### src/sv/assert_macros.svh
// Assertion macros shared by the key state detector RTL.
`ifndef ASSERT_MACROS_SVH
`define ASSERT_MACROS_SVH
`ifndef NO_ASSERTIONS
// Check a property on every rising clock edge outside reset.
`define ASSERT_CLK(lbl, clk, rst_n, prop, msg) \
	lbl: assert property (@(posedge clk) disable iff (!rst_n) prop) \
		else $error(msg);
// Check a property on every rising clock edge, reset included.
`define ASSERT_ALWAYS(lbl, clk, prop, msg) \
	lbl: assert property (@(posedge clk) prop) \
		else $error(msg);
`else
`define ASSERT_CLK(lbl, clk, rst_n, prop, msg)
`define ASSERT_ALWAYS(lbl, clk, prop, msg)
`endif
`endif

### src/sv/mksd_pkg.sv
// Types, constants and helper functions of the MIDI key state detector.
package mksd_pkg;

	// Sizing
	localparam int MAX_DETECTORS = 16;
	localparam int MAX_ENTRIES   = 16;
	localparam int CHANNELS      = 16;
	localparam int NOTES         = 128;

	localparam int LEVEL_CELLS = CHANNELS * NOTES;
	localparam int STORE_CELLS = MAX_DETECTORS * MAX_ENTRIES;

	localparam int LVL_AW = (LEVEL_CELLS > 1) ? $clog2(LEVEL_CELLS) : 1;
	localparam int ST_AW  = (STORE_CELLS > 1) ? $clog2(STORE_CELLS) : 1;
	localparam int DET_AW = (MAX_DETECTORS > 1) ? $clog2(MAX_DETECTORS) : 1;
	localparam int CNT_W  = $clog2(MAX_DETECTORS + 1);
	localparam int LEN_W  = $clog2(MAX_ENTRIES + 1);
	localparam int LVL_W  = 7;

	// Request codes
	localparam logic [1:0] REQ_MIDI  = 2'd0;
	localparam logic [1:0] REQ_LOAD  = 2'd1;
	localparam logic [1:0] REQ_QUERY = 2'd2;
	localparam logic [1:0] REQ_CLEAR = 2'd3;

	// Message status bytes
	localparam logic [7:0] STATUS_NOTE_OFF = 8'h80;
	localparam logic [7:0] STATUS_NOTE_ON  = 8'h90;
	localparam logic [7:0] STATUS_CONTROL  = 8'hB0;

	// Result codes
	localparam logic [1:0] RES_OK      = 2'd0;
	localparam logic [1:0] RES_FULL    = 2'd1;
	localparam logic [1:0] RES_INVALID = 2'd2;
	localparam logic [1:0] RES_BAD_ID  = 2'd3;

	// Configuration registers
	localparam logic       REG_PEDAL_THRESHOLD = 1'b0;
	localparam logic [7:0] PEDAL_RESET         = 8'd64;

	typedef struct packed {
		logic [1:0] req_type;
		logic [7:0] status_byte;
		logic [3:0] channel;
		logic [6:0] data0;
		logic [6:0] data1;
		logic       release_flag;
		logic       last_entry;
		logic [3:0] detector_select;
	} item_t;

	typedef struct packed {
		logic [1:0] result_code;
		logic [3:0] detector_id;
		logic       matched;
	} result_t;

	// One stored pattern entry
	typedef struct packed {
		logic       rel;
		logic       ctl;
		logic [3:0] channel;
		logic [6:0] number;
	} entry_t;

	localparam int ENT_W = $bits(entry_t);

	// Controller to datapath commands
	typedef struct packed {
		logic capture;
		logic exec;
		logic q_len;
		logic scan;
		logic q_done;
		logic clr_step;
	} cmd_t;

	// Datapath to controller status
	typedef struct packed {
		logic [1:0] req_type;
		logic       query_bad;
		logic       issue_done;
		logic       pipe_busy;
		logic       clr_last;
	} status_t;

	function automatic logic ch_ok(input logic [3:0] ch);
		return int'(ch) < CHANNELS;
	endfunction

	function automatic logic num_ok(input logic [6:0] num);
		return int'(num) < NOTES;
	endfunction

	function automatic logic [LVL_AW-1:0] lvl_addr(input logic [3:0] ch,
			input logic [6:0] num);
		return LVL_AW'(int'(ch) * NOTES + int'(num));
	endfunction

	function automatic logic [ST_AW-1:0] st_addr(input int det, input int ent);
		return ST_AW'(det * MAX_ENTRIES + ent);
	endfunction

endpackage

### src/sv/mksd_ctrl.sv
// Sequencing state machine of the MIDI key state detector.
`include "assert_macros.svh"
module mksd_ctrl
	import mksd_pkg::*;
(
	input  logic    clk,
	input  logic    arst_n,
	input  logic    start,
	output logic    busy,
	input  status_t st,
	output cmd_t    cmd
);

	typedef enum logic [5:0] {
		S_IDLE  = 6'b000001,
		S_EXEC  = 6'b000010,
		S_QLEN  = 6'b000100,
		S_SCAN  = 6'b001000,
		S_DRAIN = 6'b010000,
		S_CLEAR = 6'b100000
	} ctl_state_t;

	ctl_state_t state_q;
	ctl_state_t state_nxt;

	// Next state
	always_comb begin
		state_nxt = state_q;
		case (state_q)
			S_IDLE: begin
				if (start) begin
					state_nxt = S_EXEC;
				end
			end
			S_EXEC: begin
				case (st.req_type)
					REQ_QUERY: state_nxt = st.query_bad ? S_IDLE : S_QLEN;
					REQ_CLEAR: state_nxt = S_CLEAR;
					default:   state_nxt = S_IDLE;
				endcase
			end
			S_QLEN:  state_nxt = S_SCAN;
			S_SCAN: begin
				if (st.issue_done) begin
					state_nxt = S_DRAIN;
				end
			end
			S_DRAIN: begin
				if (!st.pipe_busy) begin
					state_nxt = S_IDLE;
				end
			end
			S_CLEAR: begin
				if (st.clr_last) begin
					state_nxt = S_IDLE;
				end
			end
			default: state_nxt = S_IDLE;
		endcase
	end

	// Hold state; run the clearing pass out of reset
	always_ff @(posedge clk or negedge arst_n) begin
		if (!arst_n) begin
			state_q <= S_CLEAR;
		end else begin
			state_q <= state_nxt;
		end
	end

	// Drive commands
	always_comb begin
		busy         = (state_q != S_IDLE);
		cmd          = '0;
		cmd.capture  = (state_q == S_IDLE) && start;
		cmd.exec     = (state_q == S_EXEC);
		cmd.q_len    = (state_q == S_QLEN);
		cmd.scan     = (state_q == S_SCAN);
		cmd.q_done   = (state_q == S_DRAIN) && !st.pipe_busy;
		cmd.clr_step = (state_q == S_CLEAR);
	end

	`ASSERT_CLK(a_accept_busy, clk, arst_n, (start && !busy) |=> busy, "busy not raised after accept")
	`ASSERT_CLK(a_clear_holds, clk, arst_n, (state_q == S_CLEAR && !st.clr_last) |=> (state_q == S_CLEAR), "clearing pass left early")
	`ASSERT_CLK(a_drain_ends, clk, arst_n, cmd.q_done |=> !busy, "query did not return to idle")

endmodule

### config.mk
export PLATFORM = sky130hd
export DESIGN_NAME = mksd_ctrl
export DESIGN_NICKNAME = d
export VERILOG_FILES = /design/src/sv/mksd_pkg.sv /design/src/sv/mksd_ctrl.sv
export VERILOG_INCLUDE_DIRS = /design/src /design/src/sv
export SDC_FILE = /design/constraint.sdc
export NUM_CORES = 1
export LEC_CHECK = 0
export ABC_CLOCK_PERIOD_IN_PS = 2510
export BUFFER_PORTS_ARGS = -buffer_cell sky130_fd_sc_hd__buf_2
export CAP_MARGIN = 20
export CORE_AREA = 2 2 39 41
export CTS_CLUSTER_DIAMETER = 120
export DETAILED_ROUTE_END_ITERATION = 10
export DIE_AREA = 0 0 41 43
export PLACE_DENSITY = 0.58
export SLEW_MARGIN = 20
export SYNTH_ARGS = -nofsm -noshare
export SYNTH_HDL_FRONTEND = slang
export SYNTH_SLANG_ARGS = --single-unit
### constraint.sdc
create_clock -name clk -period 2.51 [get_ports clk]
set_input_delay 0.1255 -clock clk [delete_from_list [all_inputs] [get_ports clk]]
set_output_delay 0.1255 -clock clk [all_outputs]
set_load 0.1 [all_outputs]
==> impl_metrics.ini, run 1 <==
[finish]
utilization_pct = 38.7
fillers = 144
largest_reg_flops = 6
antenna-diode-count = 0
drive_above_1_share_pct = 45.0
top_register = state_q
nets = 70
syn_to_final_growth_pct = 32.9
reg_top3 = state_q: 6 flops

[floorplanning]
io_pins = 16
core_area_sq_um = 1380
start_util_pct = 29.1
dieWidth_um = 41
fp-row-count = 14
die_y_um = 43
fp.dieArea_sq_um = 1760

[cts]
cts_setup_buffers = 0
clkSlewWorstSetupHoldPaths_ns = 0.06
cts_made_buffers = 3
cts_root_buf = clkbuf_4
clk_latency_ns = 0.25
clock_path_buffers = 2
cts_tree = done
ctsHoldBuffers = 1
h-tree-depth = 1
clock-sinks = 6
cts_resized = 0

[timing]
period_share_pct = 77.1
fin_setup_tns_ns = 0
worstMarginPinSlew_ns = 0.486
setup_viol = 0
rsz0062_at_grt = false
finalHoldViolCount = 0
fin_crit_ns = 1.94
maxSlewHeadroom_pct = 67.8
final.setup.worst_slack_ns = 0.575
skew_ns = 0.0148
slew_violations = 0
max_freq_ghz = 0.517

[detailed_routing]
vias_per_cell = 5.00
wire_per_inst_um = 12.2
postRouteAntennaNets = 0
drc = 0
drt_iter0_drc = 10
wl_um = 925
drt-pass1-iter-count = 4
vias = 380

[power_and_ir_drop]
peakVddDrop_mv = 0.433
powerDensity_nw_per_um2 = 1140
p_leak_nw = 0.277

[setup_path]
crit_arrival_ns = 1.81
cp_max_fo = 7
critical_path_class = register to output port
required_ns = 2.38
start_kind = register
crit_path_end_kind = output port

[yosys]
synth-edff-count = 0
ys_types = 25
synth_common_cells = 5 x dfrtp_1, 4 x inv_1, 4 x nor2_1
yosys_register_bits = 6
yosys.area.top_type = dfrtp_1
syn-mean-instance-area_sq_um = 9.83
synth_warnings = 0
postSynthCellCount = 41
synth.area.top_cells = dfrtp_1 31%, dfstp_2 6.5%, nor4_4 5.3%
synth_top_area_share_pct = 31.1
yosysSeqAreaShare_pct = 37.6
synth.net_count = 50
ys.flop_type = dfrtp_1
synth.most_common_cell = dfrtp_1
async_reset_ff_share_pct = 100
synth.cell_area_sq_um = 403

[min_path]
holdCritPathClass = input pin to register

[placed_design]
preCtsSetupSlack_ns = 0.849
gp_congestion = 0.704
port-buffer-count = 15
place_hpwl_um = 698

[global_route]
grt_pass1_vias = 320
grtUsageTotal_pct = 13.3
grt_max_degree = 11
grt_pass1_wl_um = 1480
grt_overflow = 0
grt_antenna_before_repair = 0

[run]
maxCapViolations = 0

[outcome]
status = finished, final reports clean
per-stage QoR:
stage          hold WS, ns  power (W)  instances  cell area [sq um]
2_1_floorplan       -0.170   0.000474         41                415
3_3_place_gp       -0.0438   0.000509         71                499
3_5_place_dp       -0.0456   0.000511         71                499
4_1_cts             0.0498   0.000614         76                536
5_1_grt             0.0574   0.000641         76                536
6_report            0.0600   0.000609         76                536
cell usage in the layout, fill, tap and decap left out:
| master | n |
|---|---|
| clkbuf_1 | 1 |
| nand4b_1 | 1 |
| nand3_2 | 1 |
| and3b_2 | 2 |
| o21ai_2 | 1 |
| clkbuf_4 | 3 |
| buf_2 | 15 |
| nor4_4 | 1 |
| o211a_1 | 1 |
| a21oi_1 | 1 |
| o2bb2ai_1 | 1 |
| o21bai_1 | 1 |
| and3b_1 | 1 |
| nor4_1 | 2 |
| o211ai_2 | 1 |
| o21ai_0 | 2 |
| inv_1 | 4 |
| nor3b_1 | 2 |
| dfrtp_1 | 5 |
| nand3b_2 | 1 |
| xor2_1 | 1 |
| nand2_1 | 1 |
| dfstp_2 | 1 |
| dlygate4sd3_1 | 1 |
| nor4b_1 | 1 |
| nor3_1 | 2 |
| nand3_1 | 1 |
| o32ai_1 | 1 |
| nor2_1 | 3 |
| nor2_4 | 1 |
area by class of cell:
class | instances | area [sq um] | area share [%]
multi-input cells | 30 | 238 | 44.4
flip-flops and latches | 6 | 151 | 28.3
clock buffers | 4 | 26.3 | 4.91
inverters | 4 | 15.0 | 2.80
repair buffers | 16 | 85.1 | 15.9
well taps | 16 | 20.0 | 3.74
worst max-delay path, stage by stage, from the launching register on:
cell and delay [ns]:
dfrtp_1 0.46, nor4_1 0.41, and3b_2 0.26, buf_2 0.42
cell families (layout without fill, tap and decap cells):
kind of cell / after synthesis / after routing / share of synthesized area [%]
simple gates: 20 / 20 / 36.0
compound gates: 9 / 9 / 17.7
flops: 6 / 6 / 37.6
buf+inv: 5 / 24 / 6.52
xor+xnor: 1 / 1 / 2.17
path summary, 6_finish.rpt:
path / startpoint / to / slack, ns / cells past startpoint
max reg2reg: state_q[0]$_DFFE_PN0P_ / state_q[4]$_DFFE_PN0P_ / 1.05 / 4
min: st[3] / state_q[2]$_DFFE_PN0P_ / 0.06 / 2
max: state_q[3]$_DFFE_PN0P_ / cmd[0] / 0.57 / 3
min reg2reg: state_q[1]$_DFFE_PN0P_ / state_q[5]$_DFFE_PN1P_ / 0.73 / 2
max in group asynchronous: arst_n / state_q[5]$_DFFE_PN1P_ / 2.05 / 2
min in group asynchronous: arst_n / state_q[4]$_DFFE_PN0P_ / 0.22 / 2
power breakdown:
part	switching (W)	internal (W)
Combinational	0.000250	0.0000987
Clock	0.0000385	0.0000604
Sequential	0.0000439	0.000118
Total	0.000332	0.000277
layer usage:
metal,wire length [um],GRT usage [%],vias up
li1,-,-,195
met1,435,18.2,160
met2,380,15.9,23
met3,93,6.81,2
met4,14,8.00,0
met5,0,0,-
Note: power is estimated with default switching activity, not from simulation.
==> inputs of run 2 (changes only) <==
--- a/config.mk
+++ b/config.mk
@@ -6,7 +6,7 @@
 export SDC_FILE = /design/constraint.sdc
 export NUM_CORES = 1
 export LEC_CHECK = 0
-export ABC_CLOCK_PERIOD_IN_PS = 2510
+export ABC_CLOCK_PERIOD_IN_PS = 1800
 export BUFFER_PORTS_ARGS = -buffer_cell sky130_fd_sc_hd__buf_2
 export CAP_MARGIN = 20
 export CORE_AREA = 2 2 39 41
==> constraint.sdc (replaced) <==
create_clock -name clk -period 1.8 [get_ports clk]
set_input_delay 0.09 -clock clk [delete_from_list [all_inputs] [get_ports clk]]
set_output_delay 0.09 -clock clk [all_outputs]
set_load 0.1 [all_outputs]
==> run 2 against run 1 <==
Compared with the run above: hold slack got worse by 0.038 ns; worst setup slack got worse by 0.46 ns; largest cell class unchanged; total power increased by 53%; highest routed layer is now met3; design area increased by 22%; clock skew decreased by 0.012 ns; final cell count unchanged.
==> impl_metrics.ini, run 2 (synthesis results as in run 1) <==
[outcome]
status = finished, final reports clean

[placed_design]
gp_congestion = 0.757
dp.cells = 71
preCtsSetupSlack_ns = 0.354
place_area_sq_um = 611
place_hpwl_um = 692
port-buffer-count = 15

[global_route]
grt_pass1_vias = 355
grt_antenna_before_repair = 0
grt_overflow = 0
grt_pass1_wl_um = 1470
grtUsageTotal_pct = 12.1
grt_max_degree = 11

[detailed_routing]
postRouteAntennaNets = 0
wire_per_inst_um = 11.3
vias_per_cell = 4.84
vias = 368
wl_um = 857
drt_iter0_drc = 8
highest_layer = met3
met3_length_um = 24
wl_met1_um = 389
drt-pass1-iter-count = 7
drc = 0
wl_met2_um = 443

[finish]
nets = 70
syn_to_final_growth_pct = 62.1
stdcell_area_sq_um = 653
final_common_cell = buf_2
largest_reg_flops = 6
final_cell_mix = 9 x buf_2, 6 x buf_12, 5 x dfrtp_1, 4 x inv_1
reg_top3 = state_q: 6 flops
top_register = state_q
final_cells = 76
drive_above_1_share_pct = 51.7
antenna-diode-count = 0

[power_and_ir_drop]
p_leak_nw = 0.296
peakVddDrop_mv = 0.702
p_total_w = 0.000935
powerDensity_nw_per_um2 = 1430

[timing]
fin_crit_ns = 1.69
rsz0062_at_grt = false
finalHoldViolCount = 0
period_share_pct = 93.9
maxSlewHeadroom_pct = 68.1
max_freq_ghz = 0.592
final.setup.worst_slack_ns = 0.110
slew_violations = 0
skew_ns = 0.00278
worstMarginPinSlew_ns = 0.482
fin_setup_tns_ns = 0
setup_viol = 0

[floorplanning]
start_util_pct = 29.1
fp.dieArea_sq_um = 1760
io_pins = 16
core_area_sq_um = 1380
fp-row-count = 14
die_y_um = 43
dieWidth_um = 41

[setup_path]
start_kind = register
required_ns = 1.71
critical_path_class = register to output port
crit_path_end_kind = output port
crit_arrival_ns = 1.60
cp_max_fo = 6

[cts]
cts_tree = done
cts_root_buf = clkbuf_4
clock_path_buffers = 2
clkSlewWorstSetupHoldPaths_ns = 0.04
h-tree-depth = 1
clk_latency_ns = 0.24
cts_made_buffers = 3
clock-sinks = 6

[run]
maxCapViolations = 0

[min_path]
holdCritPathClass = input pin to register
[run 2: cell counts in the layout (fill, tap and decap cells not counted)]
No cell type changed its count.
[run 2: final cells by class]
cell class	instances	area, sq um
clock buffers	4	26.3
fillers	137	731
inverters	4	15.0
multi-input cells	30	265
flip-flops and latches	6	151
well taps	16	20.0
repair buffers	16	175
[run 2: through the flow]
step | util, % | hold slack, ns
floorplan | - | -0.206
global placement | 44.1 | -0.0777
detailed placement | 44.1 | -0.0828
CTS | 46.7 | 0.0155
global route | 47.2 | 0.0306
finish | 47.2 | 0.0216
[run 2: final timing paths]
| kind | start | to | slack (ns) | cells after the start |
|---|---|---|---|---|
| worst min-delay path | st[3] | state_q[2]$_DFFE_PN0P_ | 0.02 | 2 |
| max in group asynchronous | arst_n | state_q[5]$_DFFE_PN1P_ | 1.38 | 2 |
| worst max-delay path | state_q[1]$_DFFE_PN0P_ | cmd[0] | 0.11 | 3 |
| min in group asynchronous | arst_n | state_q[3]$_DFFE_PN0P_ | 0.20 | 2 |
| worst max register to register | state_q[0]$_DFFE_PN0P_ | state_q[0]$_DFFE_PN0P_ | 0.36 | 4 |
| worst min register to register | state_q[3]$_DFFE_PN0P_ | state_q[3]$_DFFE_PN0P_ | 0.72 | 2 |
[run 2: timing repair]
| action | in CTS | in global routing |
|---|---|---|
| buffers inserted | 0 | 0 |
| hold endpoints to repair | 6 | 0 |
| hold buffers | 1 | 0 |
| setup endpoints to repair | 0 | 1 |
| resized for setup | 0 | 1 |
[run 2: critical path: stages (launching register included)]
cell     delay [ns]
dfrtp_1        0.46
nor4_1         0.44
and3b_2        0.29
buf_12         0.18
[run 2: where the power goes]
group | internal (W) | switching (W)
Combinational | 0.000205 | 0.000362
Sequential | 0.000164 | 0.0000749
Clock | 0.0000838 | 0.0000454
Total | 0.000453 | 0.000482
[run 2: per-layer routing]
layer,vias to the layer above,global-route usage [%]
met5,-,0
met1,168,17.1
met4,0,8.00
met3,0,1.57
li1,193,-
met2,7,16.6
==> inputs of run 3 (changes only) <==
--- a/config.mk
+++ b/config.mk
@@ -10,6 +10,7 @@
 export BUFFER_PORTS_ARGS = -buffer_cell sky130_fd_sc_hd__buf_2
 export CAP_MARGIN = 20
 export CORE_AREA = 2 2 39 41
+export CTS_BUF_LIST = sky130_fd_sc_hd__clkbuf_8
 export CTS_CLUSTER_DIAMETER = 120
 export DETAILED_ROUTE_END_ITERATION = 10
 export DIE_AREA = 0 0 41 43
==> run 3 against run 2 <==
Compared with the run above: total power is 7.6% higher; critical path depth stayed put; die area stayed put; via count is 0.54% higher; wire length is 1.2% higher; largest power group unchanged; largest cell class unchanged; flip-flop and latch count stayed put; utilization is 1.4 points higher.
==> impl_metrics.ini, run 3 (synthesis results as in run 1) <==
[finish]
fillers = 134
final_common_cell = buf_2
antenna-diode-count = 0
syn_to_final_growth_pct = 66.8
drive_above_1_share_pct = 51.7
top_register = state_q
nets = 70
reg_top3 = state_q: 6 flops
final_cell_mix = 9 x buf_2, 6 x buf_12, 5 x inv_1, 5 x dfrtp_1
utilization_pct = 48.6
largest_reg_flops = 6

[cts]
clock-sinks = 6
clk_latency_ns = 0.22
clkSlewWorstSetupHoldPaths_ns = 0.03
clock_path_buffers = 2
cts_made_buffers = 3
cts_setup_buffers = 0
h-tree-depth = 1
cts_tree = done
cts_root_buf = clkbuf_8

[power_and_ir_drop]
powerDensity_nw_per_um2 = 1500
p_seq_share_pct = 23.8
p_sw_w = 0.000490
p_leak_nw = 0.308
peakVddDrop_mv = 0.867
clkPwrFrac_pct = 19.9
p_comb_share_pct = 56.4
p_int_w = 0.000516
swShare_pct = 48.7

[setup_path]
critical_path_class = register to output port
slowest_delay_ns = 0.46
cp_max_fo = 6
reg2reg_from = state_q[0]$_DFFE_PN0P_
crit_path_end_kind = output port
crit_buf_inv = 1
required_ns = 1.71
crit_chain = nor4_1 -> and3b_2 -> buf_12
crit_start = state_q[1]$_DFFE_PN0P_
crit_arrival_ns = 1.57
start_kind = register
slowest_stage = dfrtp_1
critPathTopFamily = simple AND/OR/NAND/NOR gates

[timing]
rsz0062_at_grt = false
maxSlewHeadroom_pct = 68.1
setup_viol = 0
max_freq_ghz = 0.601
fin_setup_tns_ns = 0
skew_ns = 0.00306
final.setup.worst_slack_ns = 0.136
slew_violations = 0
fin_crit_ns = 1.66
worstMarginPinSlew_ns = 0.482
period_share_pct = 92.4
finalHoldViolCount = 0

[global_route]
grt_pass1_vias = 351
grt_max_degree = 11
grt_overflow = 0
grt_pass1_wl_um = 1510
grtUsageTotal_pct = 12.6
grt_antenna_before_repair = 0

[floorplanning]
dieWidth_um = 41
fp-row-count = 14
fp.dieArea_sq_um = 1760
start_util_pct = 29.1
die_y_um = 43
core_area_sq_um = 1380
io_pins = 16

[min_path]
holdCritPathClass = input pin to register
hold_start = st[3]

[detailed_routing]
drc = 0
drt-pass1-iter-count = 2
wl_um = 867
postRouteAntennaNets = 0
vias = 370
wire_per_inst_um = 11.4
vias_per_cell = 4.87
drt_iter0_drc = 6

[placed_design]
preCtsSetupSlack_ns = 0.354
port-buffer-count = 15
place_hpwl_um = 692
gp_congestion = 0.757

[run]
maxCapViolations = 0

[outcome]
status = finished, final reports clean
-- run 3: cell types whose count changed in the layout (fill, tap and decap cells not counted) --
cell      previous run  this run
inv_1                4         5
clkbuf_4             3         0
clkbuf_8             0         3
clkbuf_1             1         0
-- run 3: cell type report --
class	count	area, sq um	share of cell area (%)
multi-input cells	30	265	39.5
repair buffers	16	175	26.1
flip-flops and latches	6	151	22.5
clock buffers	3	41.3	6.15
well taps	16	20.0	2.98
inverters	4	15.0	2.23
clock inverters	1	3.75	0.559
-- run 3: worst paths after layout --
check	end	slack, ns	cells after the start
worst max-delay path	cmd[0]	0.14	3
max in group asynchronous	state_q[5]$_DFFE_PN1P_	1.36	2
worst min register to register	state_q[3]$_DFFE_PN0P_	0.71	2
min in group asynchronous	state_q[3]$_DFFE_PN0P_	0.22	2
worst min-delay path	state_q[2]$_DFFE_PN0P_	0.04	2
worst max register to register	state_q[0]$_DFFE_PN0P_	0.36	4
-- run 3: through the flow --
step / cell area, sq um / hold slack (ns) / power (W) / instances
global route: 672 / 0.0567 / 0.00106 / 76
detailed placement: 611 / -0.0828 / 0.000804 / 71
floorplan: 437 / -0.206 / 0.000683 / 41
global placement: 611 / -0.0777 / 0.000799 / 71
finish: 672 / 0.0433 / 0.00101 / 76
CTS: 666 / 0.0415 / 0.00101 / 76
-- run 3: timing repair --
action,4_1_cts,5_1_grt
hold endpoints to repair,6,0
hold buffers,1,0
gates resized for setup,0,1
setup endpoints to repair,0,1
-- run 3: power groups by stage --
stage	combinational (W)	clock (W)	sequential [W]
2_1_floorplan	0.000487	0	0.000196
3_3_place_gp	0.000567	0	0.000232
3_5_place_dp	0.000570	0	0.000234
4_1_cts	0.000572	0.000207	0.000232
5_1_grt	0.000599	0.000218	0.000245
6_report	0.000567	0.000200	0.000239
-- run 3: worst register-to-register path, cell delays in order (launching register included) --
cell and delay (ns):
dfrtp_1 0.51, nor4_4 0.34, nand3b_2 0.15, o211ai_2 0.20, o32ai_1 0.11
-- run 3: layer usage --
metal	track usage (%)	wire length (um)
met1	17.8	384
met2	16.6	427
met3	3.14	38
met4	8.00	17
met5	0	0
